$ cat src/rtl/core/gbalu_pkg.sv
package gbalu_pkg;

   localparam logic [3:0] CMD_INC   = 4'd0;
   localparam logic [3:0] CMD_DEC   = 4'd1;
   localparam logic [3:0] CMD_ADD   = 4'd2;
   localparam logic [3:0] CMD_ADC   = 4'd3;
   localparam logic [3:0] CMD_SUB   = 4'd4;
   localparam logic [3:0] CMD_SBC   = 4'd5;
   localparam logic [3:0] CMD_ADDHL = 4'd6;
   localparam logic [3:0] CMD_ADDSP = 4'd7;
   localparam logic [3:0] CMD_RL    = 4'd8;
   localparam logic [3:0] CMD_RLC   = 4'd9;
   localparam logic [3:0] CMD_RR    = 4'd10;
   localparam logic [3:0] CMD_RRC   = 4'd11;
   localparam logic [3:0] CMD_SLA   = 4'd12;
   localparam logic [3:0] CMD_SRA   = 4'd13;
   localparam logic [3:0] CMD_SRL   = 4'd14;
   localparam logic [3:0] CMD_BIT   = 4'd15;

   typedef struct packed {
      logic z;
      logic n;
      logic h;
      logic c;
   } flags_type;

   typedef struct packed {
      logic [3:0]  command;
      logic [7:0]  accumulator;
      logic [7:0]  operand;
      logic [15:0] base_word;
      logic [15:0] wide_operand;
      logic [2:0]  bit_index;
      logic        rotate_on_a;
   } op_type;

   typedef struct packed {
      logic [7:0]  byte_result;
      logic [15:0] word_result;
      flags_type   flags;
   } res_type;

endpackage

$ cat src/rtl/core/cpu_alu_with_flag_register_top.sv
// channel | direction | handshake            | payload
// req     | in        | req_valid/req_ready  | command, operands, bit index, rotate form
// rsp     | out       | rsp_valid/rsp_ready  | byte and word result, Z N H C flags
//
// One item per cycle sustained while rsp is not stalled; an accepted item passes through
// the input register, the ALU logic and the result register, which drives rsp_valid.
// The flag register updates as an item moves into the result register, so the next
// item sees the flags left by the one before it.
// Synchronous reset clears the flags and both valid bits.
// A stalled rsp holds the result; the input register still fills, then req_ready drops.
module cpu_alu_with_flag_register_top import gbalu_pkg::*; (
   input  logic        clock,
   input  logic        reset,
   input  logic        req_valid,
   output logic        req_ready,
   input  logic [3:0]  req_command,
   input  logic [7:0]  req_accumulator,
   input  logic [7:0]  req_operand,
   input  logic [15:0] req_base_word,
   input  logic [15:0] req_wide_operand,
   input  logic [2:0]  req_bit_index,
   input  logic        req_rotate_on_a,
   output logic        rsp_valid,
   input  logic        rsp_ready,
   output logic [7:0]  rsp_byte_result,
   output logic [15:0] rsp_word_result,
   output logic        rsp_zero_flag,
   output logic        rsp_subtract_flag,
   output logic        rsp_half_carry_flag,
   output logic        rsp_carry_flag
);

   logic      op_valid_ff;
   op_type    op_ff;
   logic      res_valid_ff;
   res_type   res_ff;
   flags_type flags_ff;
   flags_type flags_in;
   res_type   res_in;
   logic      advance;

   assign advance   = op_valid_ff && (!res_valid_ff || rsp_ready);
   assign req_ready = !op_valid_ff || advance;

   gbalu_core u_core (
      .op        (op_ff),
      .flags_cur (flags_ff),
      .res       (res_in)
   );

   assign flags_in = advance ? res_in.flags : flags_ff;

   always_ff @(posedge clock) begin
      if (reset) begin
         op_valid_ff  <= 1'b0;
         res_valid_ff <= 1'b0;
         flags_ff     <= '0;
      end else begin
         if (req_ready) begin
            op_valid_ff <= req_valid;
         end
         if (advance) begin
            res_valid_ff <= 1'b1;
         end else if (rsp_ready) begin
            res_valid_ff <= 1'b0;
         end
         flags_ff <= flags_in;
      end
   end

   always_ff @(posedge clock) begin
      if (req_ready && req_valid) begin
         op_ff <= '{command: req_command, accumulator: req_accumulator,
                    operand: req_operand, base_word: req_base_word,
                    wide_operand: req_wide_operand, bit_index: req_bit_index,
                    rotate_on_a: req_rotate_on_a};
      end
      if (advance) begin
         res_ff <= res_in;
      end
   end

   assign rsp_valid           = res_valid_ff;
   assign rsp_byte_result     = res_ff.byte_result;
   assign rsp_word_result     = res_ff.word_result;
   assign rsp_zero_flag       = res_ff.flags.z;
   assign rsp_subtract_flag   = res_ff.flags.n;
   assign rsp_half_carry_flag = res_ff.flags.h;
   assign rsp_carry_flag      = res_ff.flags.c;

endmodule

$ cat src/rtl/core/gbalu_core.sv
module gbalu_core import gbalu_pkg::*; (
   input  op_type    op,
   input  flags_type flags_cur,
   output res_type   res
);

   logic [7:0]  r;
   logic [7:0]  a;
   logic        cin;
   logic [8:0]  sum9;
   logic [4:0]  sum5;
   logic [8:0]  dif9;
   logic [4:0]  dif5;
   logic [16:0] sum17;
   logic [12:0] sum13;
   logic [15:0] ext;
   logic [8:0]  sp_lo8;
   logic [4:0]  sp_lo4;
   logic [7:0]  b;

   always_comb begin
      r   = op.operand;
      a   = op.accumulator;
      cin = ((op.command == CMD_ADC) || (op.command == CMD_SBC)) ? flags_cur.c : 1'b0;

      sum9  = {1'b0, a} + {1'b0, r} + {8'd0, cin};
      sum5  = {1'b0, a[3:0]} + {1'b0, r[3:0]} + {4'd0, cin};
      // borrow shows up as the top bit of the extended difference
      dif9  = {1'b0, a} - {1'b0, r} - {8'd0, cin};
      dif5  = {1'b0, a[3:0]} - {1'b0, r[3:0]} - {4'd0, cin};
      sum17 = {1'b0, op.base_word} + {1'b0, op.wide_operand};
      sum13 = {1'b0, op.base_word[11:0]} + {1'b0, op.wide_operand[11:0]};
      ext    = {{8{op.wide_operand[7]}}, op.wide_operand[7:0]};
      sp_lo8 = {1'b0, op.base_word[7:0]} + {1'b0, op.wide_operand[7:0]};
      sp_lo4 = {1'b0, op.base_word[3:0]} + {1'b0, op.wide_operand[3:0]};

      res.byte_result = 8'd0;
      res.word_result = 16'd0;
      res.flags       = flags_cur;
      b               = 8'd0;

      case (op.command)
         CMD_INC: begin
            b = r + 8'd1;
            res.flags = '{z: (b == 8'd0), n: 1'b0, h: (b[3:0] == 4'h0), c: flags_cur.c};
         end
         CMD_DEC: begin
            b = r - 8'd1;
            res.flags = '{z: (b == 8'd0), n: 1'b1, h: (b[3:0] == 4'hF), c: flags_cur.c};
         end
         CMD_ADD, CMD_ADC: begin
            b = sum9[7:0];
            res.flags = '{z: (b == 8'd0), n: 1'b0, h: sum5[4], c: sum9[8]};
         end
         CMD_SUB, CMD_SBC: begin
            b = dif9[7:0];
            res.flags = '{z: (b == 8'd0), n: 1'b1, h: dif5[4], c: dif9[8]};
         end
         CMD_ADDHL: begin
            res.word_result = sum17[15:0];
            res.flags = '{z: flags_cur.z, n: 1'b0, h: sum13[12], c: sum17[16]};
         end
         CMD_ADDSP: begin
            res.word_result = op.base_word + ext;
            res.flags = '{z: 1'b0, n: 1'b0, h: sp_lo4[4], c: sp_lo8[8]};
         end
         CMD_RL, CMD_RLC, CMD_RR, CMD_RRC: begin
            case (op.command)
               CMD_RL:  b = {r[6:0], flags_cur.c};
               CMD_RLC: b = {r[6:0], r[7]};
               CMD_RR:  b = {flags_cur.c, r[7:1]};
               default: b = {r[0], r[7:1]};
            endcase
            res.flags = '{z: (!op.rotate_on_a && (b == 8'd0)), n: 1'b0, h: 1'b0,
                          c: ((op.command == CMD_RL) || (op.command == CMD_RLC)) ? r[7] : r[0]};
         end
         CMD_SLA: begin
            b = {r[6:0], 1'b0};
            res.flags = '{z: (b == 8'd0), n: 1'b0, h: 1'b0, c: r[7]};
         end
         CMD_SRA: begin
            b = {r[7], r[7:1]};
            res.flags = '{z: (b == 8'd0), n: 1'b0, h: 1'b0, c: r[0]};
         end
         CMD_SRL: begin
            b = {1'b0, r[7:1]};
            res.flags = '{z: (b == 8'd0), n: 1'b0, h: 1'b0, c: r[0]};
         end
         default: begin
            res.flags = '{z: !r[op.bit_index], n: 1'b0, h: 1'b1, c: flags_cur.c};
         end
      endcase

      res.byte_result = b;
   end

endmodule

$ cat config.mk
export PLATFORM = sky130hd
export DESIGN_NAME = cpu_alu_with_flag_register_top
export DESIGN_NICKNAME = d
export VERILOG_FILES = /design/src/rtl/core/gbalu_pkg.sv /design/src/rtl/core/cpu_alu_with_flag_register_top.sv /design/src/rtl/core/gbalu_core.sv
export SDC_FILE = /design/constraint.sdc
export NUM_CORES = 1
export LEC_CHECK = 0
export BUFFER_PORTS_ARGS = -buffer_cell sky130_fd_sc_hd__buf_2
export CORE_AREA = 2 2 135 137
export CTS_BUF_LIST = sky130_fd_sc_hd__clkbuf_8 sky130_fd_sc_hd__clkbuf_16
export DETAILED_ROUTE_END_ITERATION = 7
export DIE_AREA = 0 0 137 139
export PLACE_DENSITY = 0.5
export SLEW_MARGIN = 20
export SYNTH_ARGS = -nofsm -noshare
export SYNTH_HDL_FRONTEND = slang
export SYNTH_SLANG_ARGS = --single-unit
$ cat constraint.sdc
create_clock -name clock -period 4.71 [get_ports clock]
set_clock_uncertainty 0.15 [all_clocks]
set_input_delay 0.942 -clock clock [delete_from_list [all_inputs] [get_ports clock]]
set_output_delay 0.942 -clock clock [all_outputs]
set_load 0.03 [all_outputs]
# == After elaboration in Yosys (flattened, before gate mapping) ==
# Index checks and enable logic that the tools add are counted.
# classes
addsub,15
magnitude_cmp,1
n_eq_ne,15
muxes,11
reduce_logical,25
# ops
cell,n
$pmux 8 s8,1
$logic_not 8->1,6
$pmux 4 s10,1
$eq 4x4->1 const B,8
$pmux 16 s2,1
$pmux 8 s3,1
$add 8x8->9,2
$add 16x16->17,1
$add 16x16->16,1
$eq 4x3->1 const B,4
$logic_not 7->1,2
$add 12x12->13,1
$add 4x4->5,2
$add 9x1->9,1
$sub 8x8->9,1
$sub 9x1->9,1
$add 8x1->8 const B,1
$eq 4x2->1 const B,2
$logic_not 4->1,2
$mux 8,1
$sub 8x1->8 const B,1
$add 5x1->5,1
$mux 1,5
$sub 4x4->5,1
other kinds (10),19
# totals
register_bits,88
input_bits,60
output_inout_bits,30
elab_cells,84

# == Longest topological paths before layout ==
# Gate-level depths: netlist of run 1.
# depth
depth_word,6
ltp_mapped,17
ltp_nobuf,16

# == Modules after synthesis ==
# From an unflattened synthesis of run 1, not the netlist that was laid out.
# hier_totals
hier_cells,583
area_unflattened_um2,6049.6
# modules_own_cells
mod,n_inst,cells_each,area_each_um2,seq_area_each_um2
gbalu_core,1,471,3254.4,0.0
cpu_alu_with_flag_register_top,1,112,2795.2,2642.5

# == Worst setup path before layout of run 1 ==
# Ideal clock, no wire load.
# synth_timing
path_kind,reg2reg
startpoint,register op_ff[53] (netlist bit)
endpoint,register flags_ff[0] (netlist bit)
setup_time_ps,122
arrival_time_ps,4282
required_time_ps,4438
slack_ps,156
path_stages_with_launch,18
n_path_buf,2
period_less_slack_ps,4554
cell_sequence,edfxtp_1 > buf_2 > clkbuf_1 > or3_1 > nand2_1 > nand3_1 > fa_1 > inv_1 > ha_1 > or2_2 > fa_1 > nand2b_2 > a2111oi_0 > o41ai_1 > xnor2_1 > nand2_1 > o2111ai_2 > o311a_1
# synth_lines
item,line,text
start: declaration,cpu_alu_with_flag_register_top.sv:34,op_type op_ff;
start signal: assignment,cpu_alu_with_flag_register_top.sv:73,"op_ff <= '{command: req_command, accumulator: req_accumulator,"
end signal: assignment,cpu_alu_with_flag_register_top.sv:67,flags_ff <= flags_in;
end: declaration,cpu_alu_with_flag_register_top.sv:37,flags_type flags_ff;

==> results.json, run 1 <==
{
  "layout.nets": 797,
  "clk_transition_reported_paths_ns": 0.07,
  "period_minus_slack_ns": 4.48,
  "die_w_um": 137,
  "hold_path_class": "flip-flop to flip-flop",
  "global_route_wire_length_before_repair_um": 26400,
  "routed_wirelength_um": 16600,
  "power.switching_uw": 660,
  "critical_path.reg2reg.endpoint": "rsp_zero_flag",
  "capture_endpoint_of_the_worst_hold_path": "rsp_valid",
  "synthesis.nets": 709,
  "number_of_i_o_pins": 90,
  "postSynthCellCount": 595,
  "ys_seq_area_share_pct": 43.2,
  "detailed_place_hpwl_um": 12200,
  "timing.setup.tns_ns": 0,
  "std_cell_rows": 49,
  "hp-start": "op_valid_ff",
  "ir_worst_vdd_v": 0.000182,
  "drtAntennaViolNets": 0,
  "pwr-share-seq_pct": 44.3,
  "tritoncts.num_buffers": 9,
  "synth_cell_types": 68,
  "placedInstanceArea_um2": 6760,
  "number_of_antenna_violations_at_the_first_check_in_global_routing": 0,
  "max_freq_mhz": 223,
  "numPortBuffers": 89,
  "die-area_um2": 19000,
  "remaining_drc_errors": 0,
  "holdWs_ns": 0.380,
  "detail_route.iter0.violations": 370,
  "cp_data_required_time_ns": 4.76,
  "antenna_cells_inserted": 0,
  "grt_setup_unrepaired": "no",
  "firstDrtPassIters": 5,
  "power_density_nw_per_um2": 303,
  "synth-async-reset-ratio_pct": 0,
  "place.detailed.instances": 901,
  "htreeDepth": 3,
  "finish.cell_count_without_fillers": 916,
  "final_design_area_no_fill_um2": 7030,
  "post_cts.repair.setup_buffers": 0,
  "grt_start_max_net_pins": 57,
  "post_synth_edffs": 84,
  "timing.critical_path.arrival_ns": 4.53,
  "timing.slew.headroom_pct": 44.7,
  "mappedNetlistArea_um2": 6020,
  "coreArea_um2": 17700,
  "routed-via-count": 4945,
  "cts.sinks": 88,
  "insertion_delay_ns": 0.36,
  "synth_top_flop_cell": "sky130_fd_sc_hd__edfxtp_1",
  "first_global_vias": 4806,
  "clock_tree_from_tritoncts": "done",
  "chipHeight_um": 139,
  "r2r-start": "op_ff[55]",
  "final.fill_count": 1756,
  "syn2layout_area_growth_pct": 16.9,
  "slew_viol_final": 0,
  "leakage_power_of_the_design_uw": 0.00282,
  "via_per_inst": 5.40,
  "drv.max_cap_violation_count": 0,
  "worstPathMaxFanout": 4,
  "grt-ovfl-total": 0,
  "syn-mean-instance-area_um2": 10.1,
  "critical_path_class": "flip-flop to flip-flop",
  "pwr-share-comb_pct": 23.7,
  "drive_gt1_share_pct": 19.9,
  "hold_violation_count_in_the_final_report": 0,
  "avgRoutedWirePerCell_um": 18.1,
  "hold_path_depth": 2,
  "timing.critical_path.to_type": "flip-flop",
  "timing.reg2reg.worst_path_depth": 15,
  "finalSetupViolCount": 0,
  "gr_util_all_layers_pct": 18.0,
  "yosys_warnings": 0,
  "cts-root-buf": "sky130_fd_sc_hd__clkbuf_16",
  "startpoint_type_of_the_worst_setup_path": "flip-flop",
  "outcome": "finished, final reports clean",
  "floorplan.initialDensity_pct": 34.1,
  "synth_seq_cells": 88,
  "pin_slew_with_the_least_headroom_to_its_limit_ns": 0.825,
  "final.period_utilization_pct": 95.2,
  "pwr-share-clk_pct": 32.0,
  "swShare_pct": 31.0,
  "gp_congestion": 0.838,
  "cts.path.max_buffers": 2,
  "reg2reg_slack_ns": 0.23,
  "p_int_uw": 1470
}
repair_timing:
action | 4_1_cts | 5_1_grt
hold buffers | 0 | 0
endpoints found under the setup margin | 0 | 5
gates resized for setup | 0 | 2
cell families after synthesis:
logic type,count (synthesis),synth area share (%)
XOR/XNOR,37,5.38
multiplexers,13,2.85
AO/OA/AOI/OAI,158,17.3
adder cells (fa/ha/maj),54,11.9
flip-flops,88,43.2
AND/OR/NAND/NOR,179,15.1
buffers and inverters,66,4.28
area by class of cell:
| type | instances | area [µm²] | area share [%] |
|---|---|---|---|
| multi-input cells | 441 | 3170 | 45.0 |
| clock buffers | 9 | 225 | 3.20 |
| clock inverters | 6 | 46.3 | 0.658 |
| well taps | 229 | 287 | 4.07 |
| inverters | 39 | 146 | 2.08 |
| flip-flops and latches | 88 | 2600 | 37.0 |
| repair buffers | 104 | 558 | 7.93 |
critical path, cell delays in order (launching register included):
cell and delay, ns:
sky130_fd_sc_hd__edfxtp_1 0.43, sky130_fd_sc_hd__or3_1 0.40, sky130_fd_sc_hd__nand2_1 0.08, sky130_fd_sc_hd__nand3_1 0.14, sky130_fd_sc_hd__fa_1 0.56, sky130_fd_sc_hd__inv_1 0.07, sky130_fd_sc_hd__ha_1 0.21, sky130_fd_sc_hd__or2_2 0.29
sky130_fd_sc_hd__fa_1 0.37, sky130_fd_sc_hd__nand2b_2 0.24, sky130_fd_sc_hd__a21oi_4 0.19, sky130_fd_sc_hd__xnor2_1 0.09, sky130_fd_sc_hd__or4_1 0.48, sky130_fd_sc_hd__nor4_1 0.31, sky130_fd_sc_hd__a41oi_1 0.11, sky130_fd_sc_hd__a21oi_1 0.20
layer usage:
layer	up-vias	wire [µm]	track usage (%)
met1	2345	8080	26.4
met2	169	7150	26.4
met5	-	0	0
met4	0	422	7.16
met3	26	953	2.67
li1	2405	-	-
Yosys cell counts, drive strengths merged, types with 3 or more instances:
cell | count | area [µm²]
a31oi | 10 | 62.6
nand3 | 12 | 60.1
or2 | 5 | 31.3
xor2 | 16 | 140
o21bai | 3 | 22.5
mux2i | 7 | 70.1
nor2 | 39 | 146
xnor2 | 21 | 184
nand4 | 6 | 37.5
a2111oi | 4 | 35.0
o2111ai | 5 | 50.0
o22ai | 8 | 50.1
clkbuf | 15 | 56.3
nand2 | 43 | 161
nand2b | 9 | 58.8
o31ai | 3 | 22.5
ha | 49 | 613
fa | 5 | 100
nor4 | 5 | 31.3
dfxtp | 4 | 80.1
and3 | 10 | 62.6
nor3 | 20 | 110
a21oi | 42 | 221
o211ai | 10 | 75.1
a21o | 7 | 52.6
or4 | 5 | 41.3
a22o | 3 | 26.3
mux2 | 3 | 33.8
and2 | 6 | 37.5
inv | 39 | 146
nor2b | 11 | 68.8
a211oi | 5 | 37.5
a221oi | 3 | 26.3
edfxtp | 84 | 2520
o21ai | 34 | 170
mux4 | 3 | 67.6
buf | 12 | 55.1
state kept, by name, indices dropped and copies added, names as in the netlist:
name,flops
op_ff,56
rsp_carry_flag,1
rsp_subtract_flag,1
rsp_half_carry_flag,1
rsp_byte_result,8
op_valid_ff,1
rsp_valid,1
rsp_zero_flag,1
rsp_word_result,16
flags_ff,2
how the worst max path moves through the flow:
stage	startpoint	endpoint	slack (ns)
floorplan	op_ff[53]	flags_ff[0]	0.16
global placement	op_ff[55]	flags_ff[0]	0.23
detailed placement	op_ff[55]	flags_ff[0]	0.1
CTS	op_ff[55]	flags_ff[0]	0.04
global route	op_ff[53]	rsp_zero_flag	0.03
finish	op_ff[55]	rsp_zero_flag	0.23
cell usage in the layout (no fill, tap or decap), drive strengths merged, types with 5 or more instances in the layout:
cell type	Yosys	layout
buf	12	104
edfxtp	84	84
ha	49	49
nand2	43	43
a21oi	42	42
inv	39	40
nor2	39	39
o21ai	34	34
xnor2	21	21
nor3	20	20
xor2	16	16
nand3	12	12
nor2b	11	11
and3	10	10
a31oi	10	10
o211ai	10	10
clkbuf	15	9
nand2b	9	9
o22ai	8	8
a21o	7	7
mux2i	7	7
nand4	6	6
and2	6	6
a211oi	5	5
nor4	5	5
fa	5	5
or2	5	5
o2111ai	5	5
or4	5	5
clkinv	0	5
power by group through the flow:
| stage | Sequential, µW | Clock, µW | Combinational (µW) |
|---|---|---|---|
| CTS | 943 | 700 | 503 |
| global placement | 959 | 0 | 496 |
| finish | 943 | 680 | 505 |
| floorplan | 970 | 0 | 340 |
| detailed placement | 960 | 0 | 499 |
| global route | 947 | 726 | 562 |
through the flow:
| stage | utilization, % | power [µW] | setup slack (ns) |
|---|---|---|---|
| floorplan | - | 1310 | 0.156 |
| global placement | 38.3 | 1460 | 0.226 |
| detailed placement | 38.3 | 1460 | 0.0993 |
| CTS | 39.8 | 2150 | 0.0350 |
| global route | 39.8 | 2240 | 0.0304 |
| finish | 39.8 | 2130 | 0.225 |
Power figures use the tool's default switching activity.
==> inputs of run 2 (changes only) <==
--- a/config.mk
+++ b/config.mk
@@ -6,11 +6,13 @@
 export NUM_CORES = 1
 export LEC_CHECK = 0
 export BUFFER_PORTS_ARGS = -buffer_cell sky130_fd_sc_hd__buf_2
+export CELL_PAD_IN_SITES_DETAIL_PLACEMENT = 0
+export CELL_PAD_IN_SITES_GLOBAL_PLACEMENT = 1
 export CORE_AREA = 2 2 135 137
 export CTS_BUF_LIST = sky130_fd_sc_hd__clkbuf_8 sky130_fd_sc_hd__clkbuf_16
 export DETAILED_ROUTE_END_ITERATION = 7
 export DIE_AREA = 0 0 137 139
-export PLACE_DENSITY = 0.5
+export PLACE_DENSITY = 0.63
 export SLEW_MARGIN = 20
 export SYNTH_ARGS = -nofsm -noshare
 export SYNTH_HDL_FRONTEND = slang
==> results.json, run 2 (same netlist as run 1, synthesis figures left out) <==
{
  "insertion_delay_ns": 0.34,
  "tritoncts.num_buffers": 9,
  "crit_buf_inv": 2,
  "highest_cell_delay_on_the_worst_timing_path_ns": 0.57,
  "worst_slack_ns": 0.228,
  "cts.sinks": 88,
  "hold_path_class": "flip-flop to flip-flop",
  "place.detailed.instances": 904,
  "cts-root-buf": "sky130_fd_sc_hd__clkbuf_16",
  "regMostFlops": "op_ff",
  "cell_family_with_the_largest_share_of_critical_path_delay": "simple AND/OR/NAND/NOR gates",
  "final.fill_count": 1799,
  "drv.max_cap_violation_count": 0,
  "cts.hold.buffers_added": 0,
  "groute.layer.met2.usage_pct": 28.3,
  "grt_start_max_net_pins": 57,
  "avgRoutedWirePerCell_um": 18.0,
  "hold_violation_count_in_the_final_report": 0,
  "remaining_drc_errors": 0,
  "cts.path.max_buffers": 2,
  "floorplan.initialDensity_pct": 34.1,
  "drive_gt1_share_pct": 20.8,
  "mostFrequentLayoutCells": "89 x sky130_fd_sc_hd__buf_2, 84 x sky130_fd_sc_hd__edfxtp_1, 49 x sky130_fd_sc_hd__ha_1",
  "syn2layout_area_growth_pct": 18.7,
  "std_cell_rows": 49,
  "htreeDepth": 3,
  "detail_route.iter0.violations": 241,
  "timing.reg2reg.worst_path_depth": 16,
  "capture_endpoint_of_the_worst_hold_path": "rsp_valid",
  "reg2reg_slack_ns": 0.23,
  "layout.cells.most_common": "sky130_fd_sc_hd__buf_2",
  "firstDrtPassIters": 5,
  "hp-start": "op_valid_ff",
  "chipHeight_um": 139,
  "r2r-start": "op_ff[53]",
  "critical_path.cell_chain": "or3_1 -> nand2_1 -> nand3_2 -> fa_1 -> inv_1 -> ha_1 -> or2_2 -> fa_1 -> nand2b_2 -> a2111oi_4 -> buf_4 -> nor3_1 -> xor2_1 -> nor4_2 -> a41oi_2 -> a21oi_2",
  "finish.cell_count_without_fillers": 922,
  "worstPathMaxFanout": 3,
  "gr_util_all_layers_pct": 17.8,
  "gp_congestion": 0.876,
  "finalSetupViolCount": 0,
  "die-area_um2": 19000,
  "top_usage_layer": "met2",
  "pin_slew_with_the_least_headroom_to_its_limit_ns": 0.728,
  "coreArea_um2": 17700,
  "number_of_antenna_violations_at_the_first_check_in_global_routing": 1,
  "routed_wirelength_um": 16600,
  "worst_path_max_delay_cell": "sky130_fd_sc_hd__fa_1",
  "path_common_cell": "sky130_fd_sc_hd__fa_1",
  "use_met3_pct": 3.22,
  "pre_cts_ws_ns": 0.151,
  "numPortBuffers": 89,
  "timing.slew.headroom_pct": 51.5,
  "critical_path.reg2reg.endpoint": "rsp_zero_flag",
  "routed-via-count": 4937,
  "outcome": "finished, final reports clean",
  "grt-ovfl-total": 0,
  "slew_viol_final": 0,
  "hold_path_depth": 2,
  "die_w_um": 137,
  "cp_data_required_time_ns": 4.76,
  "power_density_nw_per_um2": 311,
  "first_global_vias": 4855,
  "largest_register_ff_count": 56,
  "layout.core_utilization_pct": 40.5,
  "multi_input_area_um2": 3200,
  "ir_worst_vdd_v": 0.000164,
  "critical_path_class": "flip-flop to flip-flop",
  "timing.critical_path.arrival_ns": 4.53,
  "layout.nets": 801,
  "grt_util_met1_pct": 24.4,
  "global_route_wire_length_before_repair_um": 26400,
  "timing.critical_path.to_type": "flip-flop",
  "max_freq_mhz": 223,
  "detailed_place_hpwl_um": 12400,
  "drtAntennaViolNets": 0,
  "via_per_inst": 5.35,
  "clk_transition_reported_paths_ns": 0.06,
  "period_minus_slack_ns": 4.48,
  "startpoint_type_of_the_worst_setup_path": "flip-flop",
  "clock_tree_from_tritoncts": "done",
  "number_of_i_o_pins": 90,
  "leakage_power_of_the_design_uw": 0.00286,
  "final.period_utilization_pct": 95.2,
  "area.sequential_um2": 2600
}
-- run 2: routing by layer --
layer	vias to the layer above	routed length (µm)
met1	2375	7620
met5	-	0
met4	0	427
li1	2405	-
met3	23	770
met2	134	7810
-- run 2: worst register-to-register path: stages (launching register included) --
cell	delay, ns
sky130_fd_sc_hd__edfxtp_1	0.40
sky130_fd_sc_hd__or3_1	0.41
sky130_fd_sc_hd__nand2_1	0.10
sky130_fd_sc_hd__nand3_2	0.14
sky130_fd_sc_hd__fa_1	0.57
sky130_fd_sc_hd__inv_1	0.07
sky130_fd_sc_hd__ha_1	0.21
sky130_fd_sc_hd__or2_2	0.29
sky130_fd_sc_hd__fa_1	0.38
sky130_fd_sc_hd__nand2b_2	0.25
sky130_fd_sc_hd__a2111oi_4	0.38
sky130_fd_sc_hd__buf_4	0.16
sky130_fd_sc_hd__nor3_1	0.05
sky130_fd_sc_hd__xor2_1	0.19
sky130_fd_sc_hd__nor4_2	0.32
sky130_fd_sc_hd__a41oi_2	0.09
sky130_fd_sc_hd__a21oi_2	0.19
-- run 2: worst max path at each step --
stage	from	to	slack (ns)	depth (start not counted)
2_1_floorplan	op_ff[53]	flags_ff[0]	0.16	17
3_3_place_gp	op_ff[53]	flags_ff[0]	0.26	17
3_5_place_dp	op_ff[55]	rsp_zero_flag	0.15	16
4_1_cts	op_ff[55]	rsp_zero_flag	0.12	16
5_1_grt	op_ff[53]	rsp_zero_flag	-0.003	16
6_report	op_ff[53]	rsp_zero_flag	0.23	16
-- run 2: area by class of cell --
cell class / count / area share [%]
multi-input combinational: 441 / 44.8
sequential: 88 / 36.4
timing repair buffer: 108 / 8.28
tap: 229 / 4.01
clock buffer: 9 / 3.15
inverter: 39 / 2.05
clock inverter: 7 / 1.23
antenna: 1 / 0.0350
-- run 2: where the power goes --
group / switching [µW] / internal (µW) / total [µW]
clock: 298 / 460 / 758
combinational: 320 / 209 / 528
sequential: 27.5 / 910 / 937
-- run 2: metrics by stage --
stage	hold slack [ns]	area [µm²]	power, µW	setup TNS [ns]
floorplan	0.336	6020	1310	0
global placement	0.358	6780	1460	0
detailed placement	0.363	6780	1460	0
CTS	0.371	7090	2230	0
global route	0.385	7140	2340	-0.00275
finish	0.371	7150	2220	0
-- run 2: timing repair --
action | in CTS | in global routing
setup endpoints to repair | 0 | 3
resized for setup | 0 | 8
setup buffers | 0 | 1
